[config.mk]
export PLATFORM = sky130hd
export DESIGN_NAME = double_ended_queue
export DESIGN_NICKNAME = d
export VERILOG_FILES = /design/src/sv/deq_pkg.sv /design/src/sv/deq_ctrl.sv /design/src/sv/deq_datapath.sv /design/src/sv/double_ended_queue.sv
export SDC_FILE = /design/constraint.sdc
export NUM_CORES = 1
export LEC_CHECK = 0
export BUFFER_PORTS_ARGS = -buffer_cell sky130_fd_sc_hd__buf_4
export CORE_MARGIN = 2
export CORE_UTILIZATION = 35
export CTS_CLUSTER_DIAMETER = 30
export CTS_CLUSTER_SIZE = 24
export DETAILED_ROUTE_END_ITERATION = 16
export GPL_TIMING_DRIVEN = 0
export RECOVER_POWER = 50
export SETUP_SLACK_MARGIN = 0.15
export SYNTH_ARGS = -nofsm -noshare
export SYNTH_HDL_FRONTEND = slang
export SYNTH_SLANG_ARGS = --single-unit
[constraint.sdc]
create_clock -name clk -period 4.6 [get_ports clk]
set_input_delay 0.23 -clock clk [delete_from_list [all_inputs] [get_ports clk]]
set_output_delay 0.23 -clock clk [all_outputs]
set_load 0.005 [all_outputs]
[src/sv/deq_pkg.sv]
// Shared types, codes and sizes for the double-ended queue.
package deq_pkg;

    localparam int DEPTH = 16;
    localparam int PTR_W = $clog2(DEPTH);
    localparam int CNT_W = $clog2(DEPTH + 1);

    localparam logic [2:0] KIND_PUSH_BACK  = 3'd0;
    localparam logic [2:0] KIND_PUSH_FRONT = 3'd1;
    localparam logic [2:0] KIND_POP_BACK   = 3'd2;
    localparam logic [2:0] KIND_POP_FRONT  = 3'd3;
    localparam logic [2:0] KIND_CLEAR      = 3'd4;

    localparam logic [1:0] ST_OK    = 2'd0;
    localparam logic [1:0] ST_EMPTY = 2'd1;
    localparam logic [1:0] ST_FULL  = 2'd2;

    typedef struct packed {
        logic [2:0]         kind;
        logic signed [31:0] data_in;
    } req_t;

    typedef struct packed {
        logic [1:0]         status;
        logic signed [31:0] data_out;
        logic [CNT_W-1:0]   fill_count;
    } rsp_t;

    typedef struct packed {
        logic capture;
        logic exec;
        logic load;
    } cmd_t;

endpackage

[src/sv/deq_ctrl.sv]
// Sequencer for the double-ended queue: accept, execute, load result.
module deq_ctrl (
    input  logic          clk,
    input  logic          rst_n,
    input  logic          req_valid,
    output logic          req_stall,
    output logic          rsp_valid,
    input  logic          rsp_stall,
    output deq_pkg::cmd_t cmd
);

    typedef enum logic [1:0] {
        S_IDLE,
        S_EXEC,
        S_LOAD
    } state_t;

    state_t state_reg, state_next;
    logic   rsp_valid_reg, rsp_valid_next;

    assign req_stall   = (state_reg != S_IDLE);
    assign rsp_valid   = rsp_valid_reg;
    assign cmd.capture = req_valid && (state_reg == S_IDLE);
    assign cmd.exec    = (state_reg == S_EXEC);
    assign cmd.load    = (state_reg == S_LOAD) && (!rsp_valid_reg || !rsp_stall);

    always_comb
    begin
        state_next     = state_reg;
        rsp_valid_next = rsp_valid_reg;
        if (rsp_valid_reg && !rsp_stall)
        begin
            rsp_valid_next = 1'b0;
        end
        case (state_reg)
            S_IDLE:
            begin
                if (req_valid)
                begin
                    state_next = S_EXEC;
                end
            end
            S_EXEC:
            begin
                state_next = S_LOAD;
            end
            S_LOAD:
            begin
                // wait until the output register is free or drains this cycle
                if (!rsp_valid_reg || !rsp_stall)
                begin
                    rsp_valid_next = 1'b1;
                    state_next     = S_IDLE;
                end
            end
            default:
            begin
                state_next = S_IDLE;
            end
        endcase
    end

    always_ff @(posedge clk or negedge rst_n)
    begin
        if (!rst_n)
        begin
            state_reg     <= S_IDLE;
            rsp_valid_reg <= 1'b0;
        end
        else
        begin
            state_reg     <= state_next;
            rsp_valid_reg <= rsp_valid_next;
        end
    end

    a_accept_exec: assert property (@(posedge clk) disable iff (!rst_n)
        (req_valid && !req_stall) |=> (state_reg == S_EXEC))
        else $error("accepted transfer did not start execution");

    a_exec_load: assert property (@(posedge clk) disable iff (!rst_n)
        (state_reg == S_EXEC) |=> (state_reg == S_LOAD))
        else $error("execution did not move to result load");

    a_load_valid: assert property (@(posedge clk) disable iff (!rst_n)
        cmd.load |=> rsp_valid)
        else $error("loaded result not presented");

    a_stall_hold: assert property (@(posedge clk) disable iff (!rst_n)
        (rsp_valid && rsp_stall) |=> rsp_valid)
        else $error("stalled result dropped");

endmodule

[src/sv/deq_datapath.sv]
// Ring storage, head and occupancy registers and result register of the queue.
module deq_datapath (
    input  logic          clk,
    input  logic          rst_n,
    input  deq_pkg::cmd_t cmd,
    input  deq_pkg::req_t req,
    output deq_pkg::rsp_t rsp
);

    localparam int PW = deq_pkg::PTR_W;
    localparam int CW = deq_pkg::CNT_W;
    localparam logic [PW:0]   DEPTH_S = (PW + 1)'(deq_pkg::DEPTH);
    localparam logic [CW-1:0] DEPTH_C = CW'(deq_pkg::DEPTH);
    localparam logic [PW-1:0] LAST_P  = PW'(deq_pkg::DEPTH - 1);

    function automatic logic [PW-1:0] ring_add(input logic [PW-1:0] a,
                                               input logic [PW-1:0] b);
        logic [PW:0] s;
        s = {1'b0, a} + {1'b0, b};
        if (s >= DEPTH_S)
        begin
            s = s - DEPTH_S;
        end
        return s[PW-1:0];
    endfunction

    logic signed [31:0] mem [deq_pkg::DEPTH];

    logic [2:0]         kind_reg;
    logic signed [31:0] word_reg;
    logic [PW-1:0]      head_reg, head_next;
    logic [CW-1:0]      occ_reg, occ_next;
    logic [1:0]         status_reg, status_next;
    logic               pop_ok_reg, pop_ok_next;
    logic signed [31:0] rd_data_reg;
    deq_pkg::rsp_t      rsp_reg;

    logic               full, empty, wr_en;
    logic [PW-1:0]      idx;

    assign full  = (occ_reg == DEPTH_C);
    assign empty = (occ_reg == '0);
    assign rsp   = rsp_reg;

    always_comb
    begin
        head_next   = head_reg;
        occ_next    = occ_reg;
        status_next = deq_pkg::ST_OK;
        pop_ok_next = 1'b0;
        wr_en       = 1'b0;
        idx         = head_reg;
        case (kind_reg)
            deq_pkg::KIND_PUSH_BACK:
            begin
                idx = ring_add(head_reg, occ_reg[PW-1:0]);
                if (full)
                begin
                    status_next = deq_pkg::ST_FULL;
                end
                else
                begin
                    wr_en    = 1'b1;
                    occ_next = occ_reg + 1'b1;
                end
            end
            deq_pkg::KIND_PUSH_FRONT:
            begin
                idx = (head_reg == '0) ? LAST_P : head_reg - 1'b1;
                if (full)
                begin
                    status_next = deq_pkg::ST_FULL;
                end
                else
                begin
                    wr_en     = 1'b1;
                    head_next = idx;
                    occ_next  = occ_reg + 1'b1;
                end
            end
            deq_pkg::KIND_POP_BACK:
            begin
                idx = ring_add(head_reg, PW'(occ_reg - 1'b1));
                if (empty)
                begin
                    status_next = deq_pkg::ST_EMPTY;
                end
                else
                begin
                    pop_ok_next = 1'b1;
                    occ_next    = occ_reg - 1'b1;
                end
            end
            deq_pkg::KIND_POP_FRONT:
            begin
                idx = head_reg;
                if (empty)
                begin
                    status_next = deq_pkg::ST_EMPTY;
                end
                else
                begin
                    pop_ok_next = 1'b1;
                    head_next   = ring_add(head_reg, PW'(1));
                    occ_next    = occ_reg - 1'b1;
                end
            end
            deq_pkg::KIND_CLEAR:
            begin
                head_next = '0;
                occ_next  = '0;
            end
            default:
            begin
            end
        endcase
    end

    // ring storage: one registered read per execute cycle, plus a write to the same slot on a successful push
    always_ff @(posedge clk)
    begin
        if (cmd.exec)
        begin
            if (wr_en)
            begin
                mem[idx] <= word_reg;
            end
            rd_data_reg <= mem[idx];
        end
    end

    always_ff @(posedge clk or negedge rst_n)
    begin
        if (!rst_n)
        begin
            head_reg <= '0;
            occ_reg  <= '0;
        end
        else if (cmd.exec)
        begin
            head_reg <= head_next;
            occ_reg  <= occ_next;
        end
    end

    always_ff @(posedge clk)
    begin
        if (cmd.capture)
        begin
            kind_reg <= req.kind;
            word_reg <= req.data_in;
        end
        if (cmd.exec)
        begin
            status_reg <= status_next;
            pop_ok_reg <= pop_ok_next;
        end
        if (cmd.load)
        begin
            rsp_reg.status     <= status_reg;
            rsp_reg.data_out   <= pop_ok_reg ? rd_data_reg : 32'sd0;
            rsp_reg.fill_count <= occ_reg;
        end
    end

endmodule

[src/sv/double_ended_queue.sv]
// Top level of the double-ended queue: controller plus ring datapath.
//
// Request channel (req_valid, req_stall, req): one operation per transfer,
// push back, push front, pop back, pop front or clear, with the word to push.
// Response channel (rsp_valid, rsp_stall, rsp): exactly one result per
// operation, in order: status, popped word (zero unless a pop succeeded)
// and the number of words held afterward.
// Each operation passes through three steps: capture, execute (the ring access and
// the head/occupancy update), then load into the output register. The next
// request is taken only after the previous one has been loaded, so the queue
// does not accept a new operation while one is still in progress.
// The output register holds a result while the receiver stalls; a new
// request is still taken and executed, and its result waits in the load
// step until the output register drains.
// Reset empties the queue (head and occupancy go to zero) and clears any
// pending response; ring contents are not cleared and need no clearing.
module double_ended_queue (
    input  logic          clk,
    input  logic          rst_n,
    input  logic          req_valid,
    output logic          req_stall,
    input  deq_pkg::req_t req,
    output logic          rsp_valid,
    input  logic          rsp_stall,
    output deq_pkg::rsp_t rsp
);

    deq_pkg::cmd_t cmd;

    deq_ctrl u_ctrl (
        .clk       (clk),
        .rst_n     (rst_n),
        .req_valid (req_valid),
        .req_stall (req_stall),
        .rsp_valid (rsp_valid),
        .rsp_stall (rsp_stall),
        .cmd       (cmd)
    );

    deq_datapath u_datapath (
        .clk   (clk),
        .rst_n (rst_n),
        .cmd   (cmd),
        .req   (req),
        .rsp   (rsp)
    );

endmodule

Word-level counts from Yosys, hierarchy flattened
Memories as Yosys holds them, arrays and structs flattened. A register that Yosys moved wholly into a read port is not among the register bits.
Index checks and enable logic that the tools add are counted.
- add/sub/neg operators: 9
- order comparisons: 3
- equality and inequality tests: 13
- multiplexer cells: 26
- reduce and logical (&&, ||, !) cells: 18
- operator list (kind ; number):
    4-bit two-way mux ; 6
    4-bit case mux with 3 select lines ; 2
    4-bit by 1-bit subtractor with 4-bit output (second input constant) ; 4
    5-bit >= comparator (second input constant) ; 3
    5-bit case mux with 3 select lines ; 1
    2-bit inequality test (second input constant) ; 6
    4-bit by 4-bit adder with 5-bit output ; 2
    1-bit two-way mux ; 10
    5-bit two-way mux ; 2
    4-bit AND reduction ; 2
    3-bit by 2-bit == test with 1-bit output (second input constant) ; 2
    2-bit two-way mux ; 3
    2-bit case mux with 3 select lines ; 1
    3-bit nonzero test ; 2
    4-bit by 1-bit adder with 5-bit output (second input constant) ; 1
    5-bit by 1-bit adder with 5-bit output (second input constant) ; 1
    5-bit == test (second input constant) ; 1
    5-bit logical NOT ; 1
    5-bit by 1-bit subtractor with 5-bit output (second input constant) ; 1
    4-bit logical NOT ; 1
    2-bit case mux with 2 select lines ; 1
    2-bit OR reduction ; 2
    3-bit by 1-bit == test with 1-bit output (second input constant) ; 1
    3-bit == test (second input constant) ; 1
    9 further kinds ; 12
- register bits: 89
- bits in writable memories: 512
- input port bits: 39
- output and inout bits: 41
- word-level logic and storage cells: 81
- memories: 1
- memory list (memory ; depth ; bits a word ; read ports ; clocked after Yosys merged registers in ; wr ports ; line ; text):
    u_datapath.mem ; 16 ; 32 ; 1 ; 1 ; 1 ; deq_datapath.sv:27 ; logic signed [31:0] mem [deq_pkg::DEPTH];

Logic depth before layout (Yosys ltp)
Gate-level depths: netlist of the first run.
- depth after elaboration: 6
- depth in mapped cells: 17
- depth with buffers taken out: 12

Cells and area by module
A second synthesis of the first run with hierarchy kept.
- cells, all modules: 1899
- area total of the unflattened synthesis: 25187.9 µm²
- modules (own cells, without submodules) (module ; instances ; cells an instance ; area an instance (µm²) ; sequential area each (µm²)):
    deq_datapath ; 1 ; 1885 ; 25055.3 ; 18873.1
    deq_ctrl ; 1 ; 14 ; 132.6 ; 75.1

Least setup slack after synthesis of the first run
OpenSTA, ideal clock, no wires.
- path type: register to register
- start point: register u_datapath.kind_reg[2]
- end point: memory u_datapath.mem[0][0], enable pin
- setup time: 0.421 ns
- arrival time: 4.401 ns
- data required time: 4.179 ns
- path slack: -0.222 ns
- stages on the path, launching flop included: 17
- buffers on the path: 5
- clock period less this slack: 4.822 ns
- cell sequence: edfxtp_1 -> buf_4 -> buf_2 -> nand2b_1 -> nor2_1 -> xnor2_1 -> ha_1 -> inv_1 -> fa_1 -> nor3_1 -> a21oi_1 -> o21a_1 -> buf_2 -> buf_2 -> clkbuf_1 -> o211ai_1 -> nor2_1
- word-level cells in the longest chain between the ends: 6
- elaborated cells on any way between the ends: 9
- classes of those cells: eq/ne: 2; mux: 5; reduce/logical: 2
- ends and longest elaborated chain (element ; line ; text):
    from (decl) ; deq_datapath.sv:29 ; logic [2:0] kind_reg;
    from (signal assigned) ; deq_datapath.sv:150 ; kind_reg <= req.kind;
    3-bit by 1-bit == test with 1-bit output / 3-bit logical NOT (equally long branches) ; deq_datapath.sv:53 ; case (kind_reg)
    2-bit OR reduction (no line) ; n/a ;
    1-bit two-way mux ; n/a ;
    1-bit two-way mux ; deq_datapath.sv:124 ; if (wr_en)
    1-bit two-way mux ; deq_datapath.sv:122 ; if (cmd.exec)
    1-bit two-way mux (not written as such) ; deq_datapath.sv:126 ; mem[idx] <= word_reg;
    to (decl) ; deq_datapath.sv:27 ;
Several ways; a longest one is shown, not always the timed one.

Worst setup path in the final report of the first run
- start point: register u_datapath.kind_reg[2]
- end point: register u_datapath.rd_data_reg[31], read port of u_datapath.mem (data pin)
- word-level cells in the longest chain between the ends: 2
- elaborated cells on any way between the ends: 4
- classes of those cells: eq/ne: 2; mux: 1; reduce/logical: 1
- ends and longest elaborated chain (element ; line ; text):
    3-bit by 2-bit == test with 1-bit output (tied with other cells) ; deq_datapath.sv:53 ;
    4-bit case mux with 3 select lines (*) ; deq_datapath.sv:53 ;
    to (decl) ; deq_datapath.sv:35 ; logic signed [31:0] rd_data_reg;
Every way passes the cells marked *; elsewhere a longest branch is shown, timed or not.
A chain may end at the register's enable or synchronous reset.

==> flow_metrics.tcl, run 1 <==
set metrics [dict create \
    die_area_um2 74120 \
    yosysWarnings 0 \
    io_buffers 79 \
    clockPowerShare_pct 41.1 \
    globalplace.congestion 0.8117 \
    p_sw_share_pct 32.78 \
    diodes 0 \
    drt_wl_total_um 63860 \
    die_w_um 272.2 \
    pwr-share-seq_pct 31.6 \
    grt_pass1_wl_um 95850 \
    rsz0062_at_grt "true" \
    htreeDepth 4 \
    internal-power_w 0.01562 \
    grt_antenna_before_repair 1 \
    clkLatencyLatePin_ps 720 \
    crit_fanout 10 \
    slew_violations 0 \
    switchingPower_w 0.007619 \
    grt_max_degree 26 \
    slowest_stage "buf_1" \
    utilization_pct 45.96 \
    p_comb_share_pct 27.3 \
    num_io_pins 80 \
    end_kind "flop" \
    cp.arrival_ps 4800 \
    grt_pass1_vias 15580 \
    initial_utilization_pct 35.29 \
    critPathMaxStageDelay_ps 730 \
    area_growth_syn_to_layout_pct 30.23 \
    largest_register_ffs 512 \
    path_cells "buf_4, buf_2, nand2b_1, nor2_2, xnor2_1, ha_1, or3_1, o221ai_1, buf_4, buf_1, nand2_1, nand3_1, a32oi_1, o221ai_1" \
    timing.reg2reg.setup_slack_ps 240 \
    worst_pin_slew_ps 1050 \
    synth-compound-area-share_pct 4.879 \
    clock.fmax_ghz 0.2295 \
    min_path_cells 2 \
    finalHoldViolations 0 \
    reg2reg_from "u_datapath.kind_reg[2]" \
    cts_buffer_depth 3 \
    crit_required_ps 5040 \
    synth_top_family_by_area "simple AND/OR/NAND/NOR gates" \
    detailed_place_hpwl_um 41450 \
    critPathLaunchType "flop" \
    finClkSkew_ps 33.81 \
    drt-vias-per-instance 5.037 \
    rows 98 \
    cts_num_sinks 633 \
    synthFlopType "edfxtp_1" \
    status "finished clean" \
    synthXorXnorAreaFrac_pct 0.1739 \
    postSynthAreaPerCell_um2 14.57 \
    gr-total-overflow 0 \
    numPlacedInstances 2776 \
    hp-class "input port to flop" \
    synth_simple_gate_area_share_pct 13.21 \
    drtIter0Drc 1442 \
    ys_types 65 \
    yosysSeqAreaShare_pct 75.24 \
    min_period_over_period_pct 94.73 \
    synthCells 1728 \
    layout-drive-gt1-share_pct 22.06 \
    period_needed_ps 4358 \
    netlist_area_um2 25180 \
    drtAntennaViolNets 0 \
    drc 0 \
    die_y_um 272.2 \
    setup_viol_count_final 0 \
    nets 2067 \
    clockRootBuffer "clkbuf_16" \
    totalPowerFinal_w 0.02324 \
    fill_cells 6233 \
    final_common_cell "edfxtp_1" \
    synth_adder_area_share_pct 0.4273 \
    ir_drop_mv 0.4947 \
    synth_mux_area_share_pct 3.741 \
    maxCapViolCount 0 \
    powerDensity_nw_per_um2 708.6 \
    r2r_end "u_datapath.rd_data_reg[31]" \
    grt_use_total_pct 17.49 \
    hold_path_end "u_datapath.word_reg[14]" \
    dr.pass1.iters 7 \
    layout.cells.non_filler 3076 \
    vias 15490 \
    layout_common_cells "edfxtp_1 (621), nand2_1 (463), nand3_1 (198)" \
    cts_tree "done" \
    synthArstFlopShare_pct 1.896 \
    power.leakage_nw 11.85 \
    reg2reg_depth 14 \
    post_drt_wl_per_cell_um 20.76 \
    synth_edf_count 621 \
    synth-seq-cells 633 \
    cts.clk_slew.worst_paths_ps 50 \
    min_from "req[14]" \
    path_class "flop to flop" \
    syn_nets 1775 \
    cts_inserted_buffers 130 \
    core_um2 71360 \
    slew_headroom_pct 30.01 \
]
[stage by stage]
| step | hold WS, ps | setup TNS, ps | setup WS [ps] | area, um^2 |
|---|---|---|---|---|
| 2_1_floorplan | -65.59 | -54300 | -221.8 | 25200 |
| 3_3_place_gp | 90.01 | -997720 | -2855 | 26990 |
| 3_5_place_dp | 91.52 | -288710 | -868.2 | 27530 |
| 4_1_cts | 181.6 | 0 | 118.5 | 32800 |
| 5_1_grt | 223.9 | 0 | 72.57 | 32800 |
| 6_report | 250.7 | 0 | 242.2 | 32800 |
[routing by layer]
| layer | part of all wire [%] | vias to the layer above | wire length (um) | track usage, % |
|---|---|---|---|---|
| li1 | - | 7053 | - | - |
| met1 | 43 | 7701 | 27280 | 22.66 |
| met2 | 48 | 610 | 30350 | 28.14 |
| met3 | 7.1 | 129 | 4524 | 4.558 |
| met4 | 2.7 | 0 | 1707 | 6.767 |
| met5 | 0 | - | 0 | 0 |
[power by group through the flow]
stage	Combinational [W]	Clock [W]	Sequential, W
detailed placement	0.00634	0	0.00743
global placement	0.00613	0	0.00744
CTS	0.00642	0.00971	0.00734
floorplan	0.00407	0	0.00733
global route	0.00690	0.0100	0.00738
finish	0.00635	0.00955	0.00734
[layout make-up]
class / instances / area [um^2] / area share (%)
plain buffers: 100 / 565.5 / 1.724
clock buffers: 154 / 3417 / 10.42
clock inverters: 84 / 1145 / 3.491
inverters: 10 / 37.54 / 0.1145
multi-input cells: 985 / 5804 / 17.70
flip-flops and latches: 633 / 18950 / 57.78
well taps: 950 / 1189 / 3.624
repair buffers: 160 / 1690 / 5.154
[Yosys cell counts (2+ instances only)]
library cell | n | area (um^2)
o221ai_1 | 2 | 17.52
edfxtp_1 | 621 | 18650
xor2_1 | 2 | 17.52
o21ai_0 | 7 | 35.03
nand2_1 | 463 | 1738
xnor2_1 | 3 | 26.28
o221ai_2 | 30 | 450.4
a21o_1 | 2 | 15.01
and3_1 | 2 | 12.51
and2_1 | 33 | 206.5
ha_1 | 7 | 87.58
buf_1 | 12 | 45.04
o211ai_1 | 2 | 15.01
or2_2 | 4 | 25.02
a2111oi_0 | 2 | 17.52
buf_2 | 46 | 230.2
a211oi_1 | 2 | 15.01
o21ai_1 | 3 | 15.01
dfrtp_1 | 12 | 300.3
nand2b_1 | 6 | 37.54
inv_1 | 10 | 37.54
a21oi_1 | 15 | 75.07
nor3_1 | 6 | 30.03
a32oi_1 | 20 | 175.2
nor2_1 | 30 | 112.6
a32oi_2 | 13 | 211.5
clkbuf_1 | 23 | 86.33
nor2b_1 | 2 | 12.51
buf_6 | 9 | 101.4
nor3b_1 | 2 | 15.01
o31ai_1 | 7 | 52.55
nand4_1 | 2 | 12.51
mux2i_1 | 93 | 930.9
dlygate4sd1_1 | 2 | 17.52
buf_4 | 5 | 37.54
nand3_1 | 199 | 996.0
[kinds of logic after synthesis]
kind of cell / count (synthesis)
AO/OA/AOI/OAI: 118
XOR/XNOR: 5
flip-flops: 633
AND/OR/NAND/NOR: 760
adder cells (fa/ha/maj): 8
multiplexers: 94
buffers and inverters: 110
[worst max-delay path: cells and delay by family (launching register included)]
family          cells  cell delay (ps)
compound gates      3              680
simple gates        5             1070
buf+inv             4             1510
fa+ha+maj           1              260
flops               1              400
xor+xnor            1              170
[what timing repair did]
item,CTS,global route
hold endpoints to repair,50,0
pin swaps,17,1
resized for setup,12,13
hold buffers,39,0
endpoints found under the setup margin,538,543
setup buffers,21,1
gates cloned,0,0
[how the worst max path moves through the flow]
stage,to,cells past startpoint,from
after floorplan,u_datapath.mem[0][0],16,u_datapath.kind_reg[2]
after global placement,u_datapath.mem[4][14],16,u_datapath.kind_reg[2]
after detailed placement,u_datapath.mem[5][13],17,u_datapath.kind_reg[2]
after CTS,u_datapath.rd_data_reg[18],16,u_datapath.kind_reg[2]
after global routing,u_datapath.rd_data_reg[31],14,u_datapath.kind_reg[2]
final,u_datapath.rd_data_reg[31],14,u_datapath.kind_reg[2]
(Power assumes the default switching activity.)
==> inputs of run 2 (changes only) <==
--- a/config.mk
+++ b/config.mk
@@ -6,8 +6,9 @@
 export NUM_CORES = 1
 export LEC_CHECK = 0
 export BUFFER_PORTS_ARGS = -buffer_cell sky130_fd_sc_hd__buf_4
+export CORE_ASPECT_RATIO = 1.5
 export CORE_MARGIN = 2
-export CORE_UTILIZATION = 35
+export CORE_UTILIZATION = 40
 export CTS_CLUSTER_DIAMETER = 30
 export CTS_CLUSTER_SIZE = 24
 export DETAILED_ROUTE_END_ITERATION = 16
==> run 2 against run 1 <==
  * Sequential share of layout area grew 2.4 points
  * Sequential cell count is the same
  * Highest routed layer unchanged
  * Largest cell class unchanged
  * Clock power shrank 22%
==> flow_metrics.tcl, run 2 (synthesized netlist as in run 1, its figures left out) <==
set metrics [dict create \
    final_common_cell "edfxtp_1" \
    vias 15640 \
    critPathLaunchType "flop" \
    die_y_um 311.3 \
    ir_drop_mv 0.3298 \
    hold_path_end "u_datapath.word_reg[10]" \
    min_path_cells 2 \
    cp.arrival_ps 4600 \
    status "finished clean" \
    worst_pin_slew_ps 1429 \
    largest_register_ffs 512 \
    diodes 0 \
    hp-class "input port to flop" \
    clock.fmax_ghz 0.2366 \
    multi_input_area_um2 5819 \
    power.leakage_nw 11.36 \
    drt_wl_total_um 67010 \
    p_sw_share_pct 34.68 \
    crit_fanout 10 \
    period_needed_ps 4226 \
    finClkSkew_ps 32.54 \
    clkLatencyLatePin_ps 660 \
    fill_cells 5172 \
    drc 0 \
    switchingPower_w 0.007383 \
    timing.reg2reg.setup_slack_ps 370 \
    grt_pass1_wl_um 98150 \
    crit_required_ps 4970 \
    cts_num_sinks 633 \
    layout_setup_ws_ps 373.5 \
    final-seq-area_um2 18950 \
    cts.clk_slew.worst_paths_ps 60 \
    layout.cells.non_filler 2876 \
    drtAntennaViolNets 0 \
    layout-drive-gt1-share_pct 21.37 \
    grt_use_total_pct 20.59 \
    numPlacedInstances 2625 \
    grt_antenna_before_repair 0 \
    maxCapViolCount 0 \
    rsz0062_at_grt "false" \
    layout_common_cells "edfxtp_1 (621), nand2_1 (462), nand3_1 (197)" \
    die_area_um2 65020 \
    drt-vias-per-instance 5.437 \
    drtIter0Drc 1448 \
    dr.pass1.iters 5 \
    cts_tree "done" \
    grt_pass1_vias 15690 \
    r2r_end "u_datapath.rd_data_reg[29]" \
    io_buffers 79 \
    p_comb_share_pct 30.4 \
    totalPowerFinal_w 0.02129 \
    nets 2045 \
    post-place-ws_ps -836.5 \
    initial_utilization_pct 40.48 \
    clockRootBuffer "clkbuf_16" \
    min_from "req[10]" \
    grt_max_degree 27 \
    internal-power_w 0.01391 \
    min_period_over_period_pct 91.88 \
    slew_violations 0 \
    slew_headroom_pct 4.702 \
    htreeDepth 3 \
    finalHoldViolations 0 \
    clockPowerShare_pct 35.1 \
    pwr-share-seq_pct 34.5 \
    area_growth_syn_to_layout_pct 25.06 \
    core_um2 62220 \
    gr-total-overflow 0 \
    setup_viol_count_final 0 \
    cts_buffer_depth 3 \
    rows 112 \
    end_kind "flop" \
    num_io_pins 80 \
    post_drt_wl_per_cell_um 23.30 \
    reg2reg_depth 14 \
    detailed_place_hpwl_um 42580 \
    utilization_pct 50.62 \
    globalplace.congestion 0.8184 \
    powerDensity_nw_per_um2 675.9 \
    cts_inserted_buffers 100 \
    reg2reg_from "u_datapath.kind_reg[2]" \
    die_w_um 208.9 \
    path_class "flop to flop" \
    fin_tns_setup_ps 0 \
]
## run 2: changes by cell type in the layout (fill, tap and decap cells not counted), sizes merged
cell and change:
inv +10, nor2 +1, clkbuf -43, buf +8, clkinv -16, bufinv -8
## run 2: per-stage QoR
step	hold slack [ps]	instance area (um^2)
after global routing	299.0	31500
after global placement	88.89	26800
after floorplan	-65.59	25200
after CTS	256.9	31510
final	303.5	31500
after detailed placement	91.99	27380
## run 2: area by class of cell
type	count	share of cell area [%]
buffer	100	1.796
clock inverter	70	2.455
multi-input combinational	986	18.48
timing repair buffer	167	5.597
sequential	633	60.16
inverter	10	0.1192
clock buffer	112	8.223
tap	798	3.170
## run 2: power by group through the flow
stage	combinational [W]	sequential (W)	clock [W]
after detailed placement	0.00642	0.00744	0
after global placement	0.00620	0.00744	0
after floorplan	0.00407	0.00733	0
after global routing	0.00699	0.00738	0.00779
final	0.00648	0.00733	0.00748
after CTS	0.00652	0.00733	0.00755
## run 2: timing repair
action / CTS / global route
gates cloned: 1 / 0
hold buffers: 39 / 0
gates resized for setup: 14 / 15
pin swaps: 18 / 0
setup endpoints to repair: 537 / 543
endpoints found under the hold margin: 50 / 0
setup buffers: 28 / 1
## run 2: routing by layer
layer / track usage, % / routed length [um] / vias to the layer above
met2: 36.60 / 34800 / 690
met1: 24.02 / 24930 / 7806
met5: 0 / 0 / -
met3: 3.215 / 4413 / 165
met4: 10.54 / 2870 / 0
li1: - / - / 6976
## run 2: worst max-delay path: stages, from the launching register on
cell and delay [ps]:
edfxtp_1 370, buf_4 180, buf_2 200, nand2b_2 280, nor2_4 140, xnor2_1 140, ha_1 250, or3_1 350
o221ai_1 390, buf_4 390, buf_2 420, mux2i_1 230, mux2i_1 100, a32oi_1 360, o221ai_2 160
## run 2: how the worst max path moves through the flow
stage / depth (start not counted) / slack, ps / end / from
2_1_floorplan: 16 / -220 / u_datapath.mem[0][0] / u_datapath.kind_reg[2]
3_3_place_gp: 16 / -2780 / u_datapath.mem[5][12] / u_datapath.kind_reg[2]
3_5_place_dp: 17 / -840 / u_datapath.mem[8][12] / u_datapath.kind_reg[2]
4_1_cts: 15 / 50 / u_datapath.mem[6][16] / u_datapath.kind_reg[2]
5_1_grt: 16 / 150 / u_datapath.rd_data_reg[29] / u_datapath.kind_reg[2]
6_report: 14 / 370 / u_datapath.rd_data_reg[29] / u_datapath.kind_reg[2]
==> inputs of run 3 (changes only) <==
--- a/config.mk
+++ b/config.mk
@@ -7,13 +7,13 @@
 export LEC_CHECK = 0
 export BUFFER_PORTS_ARGS = -buffer_cell sky130_fd_sc_hd__buf_4
 export CORE_ASPECT_RATIO = 1.5
-export CORE_MARGIN = 2
+export CORE_MARGIN = 4
 export CORE_UTILIZATION = 40
 export CTS_CLUSTER_DIAMETER = 30
 export CTS_CLUSTER_SIZE = 24
 export DETAILED_ROUTE_END_ITERATION = 16
 export GPL_TIMING_DRIVEN = 0
-export RECOVER_POWER = 50
+export RECOVER_POWER = 100
 export SETUP_SLACK_MARGIN = 0.15
 export SYNTH_ARGS = -nofsm -noshare
 export SYNTH_HDL_FRONTEND = slang
==> constraint.sdc (replaced) <==
create_clock -name clk -period 5.5 [get_ports clk]
set_input_delay 0.275 -clock clk [delete_from_list [all_inputs] [get_ports clk]]
set_output_delay 0.275 -clock clk [all_outputs]
set_load 0.005 [all_outputs]
==> run 3 against run 2 <==
  * The run now ends with capacitance limit, slew limit left
  * Total power decreased by 18%
  * First-iteration DRC count decreased by 1.3%
  * Sequential cell count unchanged
  * Sequential power decreased by 16%
  * Cell count decreased by 0.63%
  * Critical endpoint is now u_datapath.mem[1][10]
  * Largest power group unchanged
==> flow_metrics.tcl, run 3 (synthesized netlist as in run 1, its figures left out) <==
set metrics [dict create \
    slew_violations 91 \
    cts_buffer_depth 3 \
    ctsResizeCount 0 \
    p_comb_share_pct 29.0 \
    cts_tree "done" \
    totalPowerFinal_w 0.01744 \
    layout_common_cells "edfxtp_1 (621), nand2_1 (463), nand3_1 (199)" \
    internal-power_w 0.01151 \
    switchingPower_w 0.005931 \
    cts.clk_slew.worst_paths_ps 50 \
    critPathLaunchType "flop" \
    htreeDepth 3 \
    crit_fanout 23 \
    num_io_pins 80 \
    clockPowerShare_pct 35.8 \
    globalplace.congestion 0.8203 \
    area_growth_syn_to_layout_pct 22.07 \
    grt_use_total_pct 19.25 \
    period_needed_ps 5232 \
    maxCapViolCount 4 \
    initial_utilization_pct 40.39 \
    power.leakage_nw 11.16 \
    grt_max_degree 28 \
    fin_tns_setup_ps 0 \
    violations "capacitance limit, slew limit" \
    vias 15320 \
    final-seq-area_um2 18950 \
    status "complete, but fails checks" \
    clock.fmax_ghz 0.1911 \
    grtUsageMet3_pct 3.653 \
    die_y_um 315.3 \
    detailed_place_hpwl_um 42190 \
    ir_drop_mv 0.2306 \
    layout-drive-gt1-share_pct 18.06 \
    met2_usage_pct 34.02 \
    drt_wl_total_um 64880 \
    grt_pass1_wl_um 95790 \
    core_um2 62360 \
    cts_num_sinks 633 \
    layout_setup_ws_ps 268.1 \
    clkLatencyLatePin_ps 640 \
    dr.pass1.iters 6 \
    drtAntennaViolNets 0 \
    clockRootBuffer "clkbuf_16" \
    io_buffers 79 \
    post-place-ws_ps 109.4 \
    min_period_over_period_pct 95.13 \
    grt_antenna_before_repair 1 \
    cts_inserted_buffers 97 \
    hp-class "input port to asynchronous set/reset pin" \
    nets 2023 \
    crit_required_ps 5750 \
    met1_usage_pct 22.41 \
    powerDensity_nw_per_um2 567.2 \
    gr-total-overflow 0 \
    grt_pass1_vias 15690 \
    finalHoldViolations 0 \
    largest_register_ffs 512 \
    cp.arrival_ps 5490 \
    slew_headroom_pct -45.53 \
    fill_cells 5145 \
    rsz0062_at_grt "false" \
    drtIter0Drc 1429 \
    rows 112 \
    pwr-share-seq_pct 35.2 \
    p_sw_share_pct 34.01 \
    gr-max-usage-layer "met2" \
    multi_input_area_um2 5513 \
    worst_pin_slew_ps 2183 \
    die_area_um2 67120 \
    post_drt_wl_per_cell_um 22.70 \
    end_kind "flop" \
    die_w_um 212.9 \
    finClkSkew_ps 15.75 \
    drc 0 \
    diodes 0 \
    drt-vias-per-instance 5.360 \
    path_class "flop to flop" \
    final_common_cell "edfxtp_1" \
    setup_viol_count_final 0 \
]
run 3: changes by cell type in the layout (fill, tap and decap cells not counted), moves of 11 or more:
cell	before	now
and2_0	2	22
and2_1	31	11
buf_4	29	10
o221ai_1	2	21
o221ai_2	30	11
nor2_4	18	2
clkbuf_1	31	43
buf_12	21	10
run 3: routing by layer:
layer  part of all wire (%)  wire [um]
met1                     37      24040
met2                     52      33680
met3                    6.2       3994
met4                    4.9       3151
met5                  0.011          7
run 3: worst paths after layout:
kind                                           from                      end  slack, ps  cells after the start
setup / recovery             u_datapath.kind_reg[2]    u_datapath.mem[1][10]        270                     16
hold / removal                                rst_n    u_datapath.occ_reg[2]        240                      2
setup reg to reg             u_datapath.kind_reg[2]    u_datapath.mem[1][10]        270                     16
hold reg to reg            u_datapath.status_reg[1]       u_datapath.rsp[38]        420                      0
max in group asynchronous                     rst_n      u_ctrl.state_reg[1]       4760                      2
min in group clk                            req[16]  u_datapath.word_reg[16]        380                      2
run 3: per-stage QoR:
step	instance area, um^2	hold slack (ps)	util, %	instances
floorplan	25180	-20.59	-	1728
global placement	26780	136.4	42.94	2605
detailed placement	27330	137.9	43.83	2624
CTS	31130	11.10	49.93	2847
global route	30740	316.3	49.30	2858
finish	30740	242.1	49.30	2858
run 3: worst max-delay path, cell delays in order (launching register included):
cell and delay [ps]:
edfxtp_1 390, buf_4 180, buf_2 190, nand2b_1 270, nor2_1 280, xnor2_1 160
ha_1 190, inv_1 60, fa_1 510, nor3_1 50, a21oi_1 150, o21a_1 140
clkbuf_1 220, buf_2 480, o211ai_1 370, nor2_4 440, clkbuf_2 720
run 3: final cells by class:
class | instances | share of cell area [%]
Clock buffer | 106 | 8.282
Inverter | 10 | 0.1221
Sequential cell | 633 | 61.63
Clock inverter | 77 | 2.719
Multi-Input combinational cell | 985 | 17.93
Buffer | 99 | 1.766
Tap cell | 798 | 3.248
Timing Repair Buffer | 150 | 4.298
run 3: timing repair:
action	4_1_cts	5_1_grt
setup buffers	2	11
endpoints found under the setup margin	30	186
pin swaps	2	6
hold buffers	38	0
gates cloned	0	0
hold endpoints to repair	50	0
run 3: power groups by stage:
stage / logic, W / registers [W] / clock network (W)
2_1_floorplan: 0.00340 / 0.00613 / 0
3_3_place_gp: 0.00515 / 0.00623 / 0
3_5_place_dp: 0.00533 / 0.00622 / 0
4_1_cts: 0.00538 / 0.00613 / 0.00635
5_1_grt: 0.00548 / 0.00617 / 0.00658
6_report: 0.00505 / 0.00614 / 0.00625
